$ cat src/rtl/tmad_pkg.sv
// Shared types and constants for the trimmed-mean ADC decimator.
// No dependencies; imported by every module of the block.
package tmad_pkg;

   localparam int SAMPLE_BITS      = 12;
   localparam int MAX_CHANNELS_DEF = 8;
   localparam int WIN_SUM_W        = 17;
   localparam int SEEN_W           = 6;
   localparam int LONG_W           = 20;
   localparam int TALLY_W          = 9;
   localparam int LOG2_W           = 4;
   localparam int CSR_IDX_W        = 2;
   localparam int CSR_DATA_W       = 12;

   localparam logic [SEEN_W-1:0]    SEEN_MAX    = 6'd63;
   localparam logic [SEEN_W:0]      WIN_LAST    = 7'd17;
   localparam logic [WIN_SUM_W-1:0] WIN_SUM_MAX = 17'h1FFFF;
   localparam logic [LOG2_W-1:0]    AVG_LOG2_MAX = 4'd8;

   localparam logic [CSR_IDX_W-1:0] REG_CHANNEL_COUNT   = 2'd0;
   localparam logic [CSR_IDX_W-1:0] REG_SETTLE_SAMPLES  = 2'd1;
   localparam logic [CSR_IDX_W-1:0] REG_AVG_LOG2        = 2'd2;
   localparam logic [CSR_IDX_W-1:0] REG_VALID_THRESHOLD = 2'd3;

   // closed window handed from the window stage to the accumulator stage
   typedef struct packed {
      logic [WIN_SUM_W-1:0]   sum;
      logic [SAMPLE_BITS-1:0] max;
      logic [SAMPLE_BITS-1:0] min;
   } close_type;

   // one result word, channel travels beside it
   typedef struct packed {
      logic [SAMPLE_BITS-1:0] block_value;
      logic [SAMPLE_BITS-1:0] average_value;
      logic                   average_ready;
      logic                   above_threshold;
   } result_type;

endpackage

$ cat src/rtl/tmad_window.sv
// Window stage: settling skip, saturating sum, max/min tracking, channel rotation.
// Depends on tmad_pkg; holds the closed-window record for tmad_accum.
module tmad_window #(
   parameter int MAX_CHANNELS = tmad_pkg::MAX_CHANNELS_DEF,
   parameter int CH_W         = 3
) (
   input  logic                          clock,
   input  logic                          reset,
   input  logic                          sample_accept,
   input  logic [tmad_pkg::SAMPLE_BITS-1:0] sample,
   input  logic [3:0]                    channel_count,
   input  logic [3:0]                    settle_samples,
   input  logic                          rec_take,
   output logic                          rec_valid,
   output logic [CH_W-1:0]               rec_channel,
   output tmad_pkg::close_type           rec
);
   import tmad_pkg::*;

   logic [SEEN_W-1:0]      seen_ff, seen_in;
   logic [CH_W-1:0]        chan_ff, chan_in;
   logic [WIN_SUM_W-1:0]   sum_ff, sum_in;
   logic [SAMPLE_BITS-1:0] max_ff, max_in;
   logic [SAMPLE_BITS-1:0] min_ff, min_in;
   logic                   rec_valid_ff, rec_valid_in;
   logic [CH_W-1:0]        rec_channel_ff;
   close_type              rec_ff;

   logic                   in_window;
   logic                   closes;
   logic [WIN_SUM_W:0]     sum_wide;
   logic [WIN_SUM_W-1:0]   sum_upd;
   logic [SAMPLE_BITS-1:0] max_upd, min_upd;
   logic [CH_W-1:0]        chan_cur;
   logic [4:0]             cnt_eff;
   logic [4:0]             chan_plus;

   always_comb begin
      in_window = ({1'b0, seen_ff} >= {3'b000, settle_samples});
      closes    = ({1'b0, seen_ff} >= ({3'b000, settle_samples} + WIN_LAST));

      sum_wide = {1'b0, sum_ff} + {{(WIN_SUM_W + 1 - SAMPLE_BITS){1'b0}}, sample};
      sum_upd  = sum_ff;
      max_upd  = max_ff;
      min_upd  = min_ff;
      if (in_window) begin
         sum_upd = sum_wide[WIN_SUM_W] ? WIN_SUM_MAX : sum_wide[WIN_SUM_W-1:0];
         if (sample > max_ff) max_upd = sample;
         if (sample < min_ff) min_upd = sample;
      end

      // a channel index past the table wraps to channel zero
      chan_cur = (int'(chan_ff) >= MAX_CHANNELS) ? '0 : chan_ff;

      if (channel_count == 4'd0) begin
         cnt_eff = 5'd1;
      end else if (int'(channel_count) > MAX_CHANNELS) begin
         cnt_eff = 5'(MAX_CHANNELS);
      end else begin
         cnt_eff = {1'b0, channel_count};
      end
      chan_plus = 5'(chan_cur) + 5'd1;

      seen_in = seen_ff;
      chan_in = chan_ff;
      sum_in  = sum_ff;
      max_in  = max_ff;
      min_in  = min_ff;
      if (sample_accept) begin
         if (closes) begin
            seen_in = '0;
            sum_in  = '0;
            max_in  = '0;
            min_in  = '1;
            chan_in = (chan_plus >= cnt_eff) ? '0 : chan_plus[CH_W-1:0];
         end else begin
            seen_in = (seen_ff < SEEN_MAX) ? seen_ff + 6'd1 : seen_ff;
            sum_in  = sum_upd;
            max_in  = max_upd;
            min_in  = min_upd;
         end
      end

      // load wins over take: a fresh record replaces the one leaving
      if (sample_accept && closes) begin
         rec_valid_in = 1'b1;
      end else if (rec_take) begin
         rec_valid_in = 1'b0;
      end else begin
         rec_valid_in = rec_valid_ff;
      end
   end

   always_ff @(posedge clock) begin
      if (reset) begin
         seen_ff      <= '0;
         chan_ff      <= '0;
         sum_ff       <= '0;
         max_ff       <= '0;
         min_ff       <= '1;
         rec_valid_ff <= 1'b0;
      end else begin
         seen_ff      <= seen_in;
         chan_ff      <= chan_in;
         sum_ff       <= sum_in;
         max_ff       <= max_in;
         min_ff       <= min_in;
         rec_valid_ff <= rec_valid_in;
      end
   end

   always_ff @(posedge clock) begin
      if (sample_accept && closes) begin
         rec_ff.sum     <= sum_upd;
         rec_ff.max     <= max_upd;
         rec_ff.min     <= min_upd;
         rec_channel_ff <= chan_cur;
      end
   end

   assign rec_valid   = rec_valid_ff;
   assign rec_channel = rec_channel_ff;
   assign rec         = rec_ff;

endmodule

$ cat src/rtl/tmad_accum.sv
// Accumulator stage: trims the extremes, forms the block value, keeps the
// per-channel long sums and tallies. Depends on tmad_pkg.
module tmad_accum #(
   parameter int MAX_CHANNELS = tmad_pkg::MAX_CHANNELS_DEF,
   parameter int CH_W         = 3
) (
   input  logic                             clock,
   input  logic                             reset,
   input  logic                             rec_take,
   input  logic [CH_W-1:0]                  rec_channel,
   input  tmad_pkg::close_type              rec,
   input  logic [3:0]                       avg_log2,
   input  logic [tmad_pkg::SAMPLE_BITS-1:0] valid_threshold,
   output tmad_pkg::result_type             result
);
   import tmad_pkg::*;

   logic [LONG_W-1:0]  long_sum_ff [MAX_CHANNELS];
   logic [TALLY_W-1:0] tally_ff    [MAX_CHANNELS];

   logic [SAMPLE_BITS:0]   extremes;
   logic [WIN_SUM_W-1:0]   trimmed;
   logic [SAMPLE_BITS-1:0] block_value;
   logic [LOG2_W-1:0]      shift;
   logic [LONG_W-1:0]      long_new;
   logic [TALLY_W-1:0]     tally_new;
   logic                   ready;
   logic [LONG_W-1:0]      long_shifted;

   always_comb begin
      extremes = {1'b0, rec.max} + {1'b0, rec.min};
      trimmed  = (rec.sum > WIN_SUM_W'(extremes))
                 ? rec.sum - WIN_SUM_W'(extremes) : '0;
      // drop four bits, saturate anything left above twelve
      block_value = trimmed[WIN_SUM_W-1] ? '1 : trimmed[SAMPLE_BITS+3:4];

      shift     = (avg_log2 > AVG_LOG2_MAX) ? AVG_LOG2_MAX : avg_log2;
      long_new  = long_sum_ff[rec_channel] + LONG_W'(block_value);
      tally_new = tally_ff[rec_channel] + 9'd1;
      ready     = ({1'b0, tally_new} >= (10'd1 << shift));
      long_shifted = long_new >> shift;

      result.block_value     = block_value;
      result.average_value   = ready ? long_shifted[SAMPLE_BITS-1:0] : '0;
      result.average_ready   = ready;
      result.above_threshold = (block_value > valid_threshold);
   end

   always_ff @(posedge clock) begin
      if (reset) begin
         for (int i = 0; i < MAX_CHANNELS; i++) begin
            long_sum_ff[i] <= '0;
            tally_ff[i]    <= '0;
         end
      end else if (rec_take) begin
         long_sum_ff[rec_channel] <= ready ? '0 : long_new;
         tally_ff[rec_channel]    <= ready ? '0 : tally_new;
      end
   end

endmodule

$ cat src/rtl/trimmed_mean_adc_decimator_core.sv
// Top level of the trimmed-mean ADC decimator: config registers, handshake,
// result register. Depends on tmad_pkg, tmad_window and tmad_accum.
//
//   channel  direction  handshake            payload
//   req_     in         req_valid/req_stall  req_sample
//   rsp_     out        rsp_valid/rsp_stall  rsp_channel, rsp_block_value,
//                                            rsp_average_value, rsp_average_ready,
//                                            rsp_above_threshold
//   csr_     in         csr_write_en         csr_index, csr_wdata
//
// One sample per cycle while req_stall is low. The sample that closes a window loads
// the record at the edge that takes it; its result word moves from the record onto
// rsp_ once the result register is empty or leaving.
// Synchronous reset clears the window, the per-channel accumulators at once,
// and loads channel_count 3, settle_samples 2, avg_log2 8, valid_threshold 729.
// req_stall rises only when a closed-window record waits behind a stalled
// result word.
module trimmed_mean_adc_decimator_core #(
   parameter int MAX_CHANNELS = tmad_pkg::MAX_CHANNELS_DEF,
   parameter int CH_W         = (MAX_CHANNELS > 1) ? $clog2(MAX_CHANNELS) : 1
) (
   input  logic                             clock,
   input  logic                             reset,
   input  logic                             req_valid,
   output logic                             req_stall,
   input  logic [tmad_pkg::SAMPLE_BITS-1:0] req_sample,
   output logic                             rsp_valid,
   input  logic                             rsp_stall,
   output logic [CH_W-1:0]                  rsp_channel,
   output logic [tmad_pkg::SAMPLE_BITS-1:0] rsp_block_value,
   output logic [tmad_pkg::SAMPLE_BITS-1:0] rsp_average_value,
   output logic                             rsp_average_ready,
   output logic                             rsp_above_threshold,
   input  logic                             csr_write_en,
   input  logic [tmad_pkg::CSR_IDX_W-1:0]   csr_index,
   input  logic [tmad_pkg::CSR_DATA_W-1:0]  csr_wdata
);
   import tmad_pkg::*;

   logic [3:0]             channel_count_ff;
   logic [3:0]             settle_samples_ff;
   logic [3:0]             avg_log2_ff;
   logic [SAMPLE_BITS-1:0] valid_threshold_ff;

   logic                   rsp_valid_ff, rsp_valid_in;
   logic [CH_W-1:0]        rsp_channel_ff;
   result_type             rsp_result_ff;

   logic                   sample_accept;
   logic                   rec_valid;
   logic                   rec_take;
   logic [CH_W-1:0]        rec_channel;
   close_type              rec;
   result_type             result;

   always_ff @(posedge clock) begin
      if (reset) begin
         channel_count_ff   <= 4'd3;
         settle_samples_ff  <= 4'd2;
         avg_log2_ff        <= 4'd8;
         valid_threshold_ff <= 12'd729;
      end else if (csr_write_en) begin
         case (csr_index)
            REG_CHANNEL_COUNT:   channel_count_ff   <= csr_wdata[3:0];
            REG_SETTLE_SAMPLES:  settle_samples_ff  <= csr_wdata[3:0];
            REG_AVG_LOG2:        avg_log2_ff        <= csr_wdata[3:0];
            REG_VALID_THRESHOLD: valid_threshold_ff <= csr_wdata[SAMPLE_BITS-1:0];
            default: ;
         endcase
      end
   end

   // advance the record into the result register whenever that register is empty or its word leaves
   assign rec_take      = rec_valid && (!rsp_valid_ff || !rsp_stall);
   assign req_stall     = rec_valid && !rec_take;
   assign sample_accept = req_valid && !req_stall;

   tmad_window #(
      .MAX_CHANNELS (MAX_CHANNELS),
      .CH_W         (CH_W)
   ) u_window (
      .clock          (clock),
      .reset          (reset),
      .sample_accept  (sample_accept),
      .sample         (req_sample),
      .channel_count  (channel_count_ff),
      .settle_samples (settle_samples_ff),
      .rec_take       (rec_take),
      .rec_valid      (rec_valid),
      .rec_channel    (rec_channel),
      .rec            (rec)
   );

   tmad_accum #(
      .MAX_CHANNELS (MAX_CHANNELS),
      .CH_W         (CH_W)
   ) u_accum (
      .clock           (clock),
      .reset           (reset),
      .rec_take        (rec_take),
      .rec_channel     (rec_channel),
      .rec             (rec),
      .avg_log2        (avg_log2_ff),
      .valid_threshold (valid_threshold_ff),
      .result          (result)
   );

   always_comb begin
      if (rec_take) begin
         rsp_valid_in = 1'b1;
      end else if (rsp_stall) begin
         rsp_valid_in = rsp_valid_ff;
      end else begin
         rsp_valid_in = 1'b0;
      end
   end

   always_ff @(posedge clock) begin
      if (reset) begin
         rsp_valid_ff <= 1'b0;
      end else begin
         rsp_valid_ff <= rsp_valid_in;
      end
   end

   always_ff @(posedge clock) begin
      if (rec_take) begin
         rsp_channel_ff <= rec_channel;
         rsp_result_ff  <= result;
      end
   end

   assign rsp_valid           = rsp_valid_ff;
   assign rsp_channel         = rsp_channel_ff;
   assign rsp_block_value     = rsp_result_ff.block_value;
   assign rsp_average_value   = rsp_result_ff.average_value;
   assign rsp_average_ready   = rsp_result_ff.average_ready;
   assign rsp_above_threshold = rsp_result_ff.above_threshold;

   a_take_fills_rsp : assert property (@(posedge clock) disable iff (reset)
      rec_take |=> rsp_valid)
      else $error("record taken but no result word followed");

   a_avg_zero : assert property (@(posedge clock) disable iff (reset)
      (rsp_valid && !rsp_average_ready) |-> (rsp_average_value == '0))
      else $error("average value nonzero without average ready");

   a_channel_range : assert property (@(posedge clock) disable iff (reset)
      rsp_valid |-> (int'(rsp_channel) < MAX_CHANNELS))
      else $error("result channel out of range");

   a_no_stall_free : assert property (@(posedge clock) disable iff (reset)
      (!rsp_valid || !rsp_stall) |-> !req_stall)
      else $error("input stalled while the result side can move");

endmodule
$ cat config.mk
export PLATFORM = sky130hd
export DESIGN_NAME = trimmed_mean_adc_decimator_core
export DESIGN_NICKNAME = d
export VERILOG_FILES = /design/src/rtl/tmad_pkg.sv /design/src/rtl/tmad_window.sv /design/src/rtl/tmad_accum.sv /design/src/rtl/trimmed_mean_adc_decimator_core.sv
export SDC_FILE = /design/constraint.sdc
export NUM_CORES = 1
export LEC_CHECK = 0
export BUFFER_PORTS_ARGS = -buffer_cell sky130_fd_sc_hd__buf_2
export CORE_UTILIZATION = 50
export CTS_CLUSTER_DIAMETER = 100
export CTS_CLUSTER_SIZE = 30
export DETAILED_ROUTE_END_ITERATION = 12
export PLACE_DENSITY_LB_ADDON = 0.08
export SLEW_MARGIN = 20
export SYNTH_ARGS = -nofsm -noshare
export SYNTH_HDL_FRONTEND = slang
export SYNTH_HIERARCHICAL = 1
export SYNTH_SLANG_ARGS = --single-unit
$ cat constraint.sdc
create_clock -name clock -period 16.82 [get_ports clock]
set_clock_uncertainty 0.15 [all_clocks]
set_input_delay 2.523 -clock clock [delete_from_list [all_inputs] [get_ports clock]]
set_output_delay 2.523 -clock clock [all_outputs]
set_load 0.03 [all_outputs]
== Yosys cells after proc, flatten, opt, wreduce, memory -nomap -nowiden ==
Memory sizes are Yosys's and may differ from the RTL's. A register that Yosys moved wholly into a read port is not among the register bits.
Cells that the tools add are included.
Storage, ports and cells
  memories kept: 2
  input port bits: 31
  bits in latches: 0
  bits in registers: 149
  output and inout bits: 31
  memory bits (read-only): 0
  logic and storage cells: 104
  memory bits (writable): 232
Memory list
  u_accum.long_sum_ff: depth 8, width 20, rd ports 1, clocked after Yosys merged registers in 1, wr ports 8, RTL line tmad_accum.sv:18  | logic [LONG_W-1:0] long_sum_ff [MAX_CHANNELS];
  u_accum.tally_ff: depth 8, width 9, rd ports 1, clocked after Yosys merged registers in 1, wr ports 8, RTL line tmad_accum.sv:19  | logic [TALLY_W-1:0] tally_ff [MAX_CHANNELS];
Cells by class
  reduce and logical (&&, ||, !) cells: 21
  divide/modulo/power cells: 0
  equal/unequal tests: 4
  bitwise operators: 0
  shift-type cells: 2
  $mul: 0
  order comparisons: 11
  muxes and demuxes: 36
  add/subtract/negate cells: 8
Operators with widths (count)
  $mux 12: 7
  $mux 17: 4
  $mux 20: 2
  $gt 12x12->1: 2
  $add 20x12->20: 1
  $reduce_or 20->1: 1
  $shr 20x4->12: 1
  $add 17x12->18: 1
  $mux 9: 2
  $gt 17x13->1: 1
  $sub 17x13->17: 1
  $mux 3: 5
  $add 12x12->13: 1
  $lt 12x12->1: 1
  $mux 6: 2
  $reduce_and 2->1: 6
  $mux 1: 11
  $ge 9x10->1: 1
  $shl 1x4->10 const A: 1
  $add 9x1->9 const B: 1
  $reduce_or 9->1: 1
  $gt 4x4->1 const B: 2
  $mux 4: 2
  $ge 6x7->1: 1
  16 further kinds: 24

== Depth between registers and ports, before layout ==
  word-level depth: 9
  depth in mapped cells: 30
  depth with buffers taken out: 27

== Modules after synthesis ==
The synthesis kept the hierarchy.
Modules (own cells, without submodules)
  tmad_accum: area an instance 13738.2 um^2, cells an instance 1223, times used 1
  tmad_window: area an instance 5607.9 um^2, cells an instance 549, times used 1
  trimmed_mean_adc_decimator_core: area an instance 1924.3 um^2, cells an instance 133, times used 1

== Least setup slack after synthesis ==
OpenSTA, ideal clock, no wires.
  path type: input -> register
  from: in rsp_stall
  to: mem u_accum.long_sum_ff[0][0], enable pin
  arrival: 6333 ps
  cell stages on the path: 5
  setup time: 390 ps
  setup slack: 9947 ps
  data required time: 16280 ps
  path through: a21boi_0 nor3b_1 nand2_1 clkbuf_1 nand2b_1
RTL lines
  start: declaration: RTL line trimmed_mean_adc_decimator_core.sv:28  | input logic rsp_stall,
  end: declaration: RTL line tmad_accum.sv:18

==> impl_metrics.yaml <==
grt:
  grt_pass1_wl_mm: 85.7
  grt_overflow_total: 0
  grt_max_degree: 74
  grt_util_all_layers_pct: 25.8
  antenna_found_initial: 0
  grt_pass1_vias: 14700
timing:
  fin_crit_sh_pct: 45.2
  final_max_slew_viol_count: 0
  setup_slack_ps: 9220
  max_freq_mhz: 131
  worst-slew-pin-transition_ps: 1160
  slew_headroom_pct: 23.0
  min_period_ps: 7600
  final-setup-viol-count: 0
  finalHoldViolCount: 0
  rsz0062_at_grt: "false"
  setup_tns_ps: 0
min_path:
  hp-class: "reg2reg"
run_status:
  status: "complete, no violations"
critical_path:
  cp_top_family: "compound AO/OA/AOI/OAI gates"
  worst-endpoint-arrival_ps: 7750
  path_buf_inv: 0
  cp_slowest_cell: "mux4_2"
  crit_required_ps: 16970
  path_class: "reg2reg"
  max_stage_delay_ps: 540
  crit_path_start_kind: "flip-flop"
  path_max_fanout: 10
  crit_path_end_kind: "flip-flop"
clocking:
  clk_latency_ps: 560
  numCtsBuffers: 17
  ctsHoldBuffers: 0
  cts.clk_slew.worst_paths_ps: 120
  clock-sinks: 381
  root_buffer: "clkbuf_16"
  clockBufferDepth: 3
  h-tree-depth: 1
  post_cts_buffers: 0
  cts_tree: "yes"
  cts_resized: 0
logic_synthesis:
  ys_seq_area_share_pct: 50.2
  synth_area_sq_um: 21300
  ys.warnings.count: 6
  synth_cells: 1905
  synth_edf_count: 305
  synth_flop_cell: "edfxtp_1"
  yosysTopAreaCellShare_pct: 43.1
  synth_top_cell_by_area: "edfxtp_1"
  synth_common_cells: "326 x nor2_1, 305 x edfxtp_1, 111 x ha_1"
  synthMostInstantiatedCell: "nor2_1"
  synth_nets: 2050
  avgSynthCellArea_sq_um: 11.2
  ys_ff_latch: 381
  synth_top_cells_by_area: "edfxtp_1 43%, dfxtp_1 7.2%, ha_1 6.5%, nor2_1 5.8%, mux2i_1 3.3%"
  async_flop_share_pct: 0
  synth_cell_types: 105
place:
  hpwl_mm: 36.9
  globalplace.congestion: 0.877
  portBuffers: 61
  place_ws_ps: 9330
routing:
  first_pass_iters: 8
  ant_nets: 0
  via_per_inst: 6.04
  wl_per_cell_um: 23.0
  drc_errors: 0
  drt-initial-drc-count: 1085
  routed_wl_mm: 56.4
  vias: 14800
die:
  core-area_sq_um: 41900
  pin_count: 62
  fp.dieH_um: 208
  die_w_um: 208
  start_util_pct: 50.7
  die-area_sq_um: 43400
  num_rows: 75
final_layout:
  fin_nets: 2049
  multi_input_area_sq_um: 9780
  layout-drive-gt1-share_pct: 13.2
  n_fill_cell: 3727
  regArea_sq_um: 10700
  n_antenna_cell: 0
  syn_to_final_growth_pct: 5.32
pwr:
  peakVddDrop_v: 0.0000499
  powerDensity_nw_per_um2: 77.2
  p_leak_nw: 8.49
run:
  drv_cap: 0
==> cell type report <==
class,count,share of cell area [%]
clock inverters,6,0.268
multi-input cells,1348,43.7
flip-flops and latches,381,47.7
inverters,70,1.17
repair buffers,86,2.20
well taps,539,3.01
clock buffers,24,2.02
==> metrics by stage <==
step / cells / power (mW) / hold slack [ps] / util [%] / instance area [sq um]
after floorplan: 1905 / 1.19 / 298 / - / 21300
after global placement: 2424 / 1.24 / 316 / 52.2 / 21900
after detailed placement: 2424 / 1.24 / 321 / 52.2 / 21900
after CTS: 2454 / 1.75 / 338 / 53.4 / 22400
after global routing: 2454 / 1.79 / 361 / 53.4 / 22400
final: 2454 / 1.73 / 332 / 53.4 / 22400
==> where the power goes <==
group	switching [mW]	internal, mW	total [mW]
sequential	0.0111	1.04	1.05
combinational	0.111	0.0615	0.172
clock	0.308	0.198	0.506
total	0.430	1.30	1.73
==> worst register-to-register path: stages, from the launching register on <==
cell and delay [ps]:
edfxtp_1 390, ha_1 240, fa_1 400, a21o_1 180
a21oi_1 210, o21bai_1 90, a21oi_1 220, o21bai_1 140
a211oi_1 310, o21bai_1 130, xnor2_1 140, ha_1 330
and3_1 210, nand2_1 60, o21ai_0 70, a311o_1 430
o21ai_1 530, a31oi_1 210, ha_1 310, fa_1 450
a211oi_1 330, o211ai_1 180, a41oi_1 500, xor2_1 280
mux4_2 540, o221ai_1 200, o22ai_1 110
==> cells in the final DEF (no fill, tap or decap), types with 18 or more instances in the layout <==
cell type    n
buf_4       25
edfxtp_1   305
a21o_1      31
o21ai_0     34
mux4_2      29
nand2_1    105
nor2_1     326
xor2_1      27
xnor2_1     24
a21oi_1     83
nand3_1     28
a22o_1      18
mux2_2      22
mux2i_1     71
nor3_2      19
ha_1       111
nand2b_1    42
buf_2       61
dfxtp_1     76
a31oi_1     21
nor3_1      44
inv_1       65
==> logic make-up after synthesis <==
group           Yosys count  synth area share (%)
flops                   381                  50.2
mux                     140                  9.00
fa+ha+maj               114                  6.81
compound gates          372                  12.6
buf+inv                 176                  3.99
simple gates            669                  15.1
xor+xnor                 53                  2.31
==> sequential cells by signal, summed over array words and instances, names as in the netlist <==
name / count
u_accum/long_sum_ff: 160
u_accum/tally_ff: 72
u_window/rec: 41
u_window/sum_ff: 17
rsp_average_value: 12
rsp_block_value: 12
u_window/max_ff: 12
u_window/min_ff: 12
valid_threshold_ff: 12
u_window/seen_ff: 6
avg_log2_ff: 4
channel_count_ff: 4
settle_samples_ff: 4
rsp_channel: 3
u_window/chan_cur: 3
u_window/rec_channel: 3
rsp_above_threshold: 1
rsp_average_ready: 1
rsp_valid: 1
u_window/rec_valid: 1
==> final timing paths <==
path,end,startpoint,cells after the start,slack (ps)
worst max register to register,rsp_average_value[10]$_DFFE_PP_,u_window/rec[0]$_DFFE_PP_,26,9220
worst min register to register,valid_threshold_ff[10]$_SDFFE_PP0P_,valid_threshold_ff[10]$_SDFFE_PP0P_,2,330
worst max-delay path,rsp_average_value[10]$_DFFE_PP_,u_window/rec[0]$_DFFE_PP_,26,9220
worst min-delay path,valid_threshold_ff[10]$_SDFFE_PP0P_,valid_threshold_ff[10]$_SDFFE_PP0P_,2,330
==> routing by layer <==
layer	track usage [%]	part of all wire, %	vias up
met2	46.1	51	393
met1	32.3	42	7306
met3	2.78	4.4	84
met4	8.97	3.2	0
met5	0	0	-
li1	-	-	7037
Note: power is estimated with default switching activity, not from simulation.
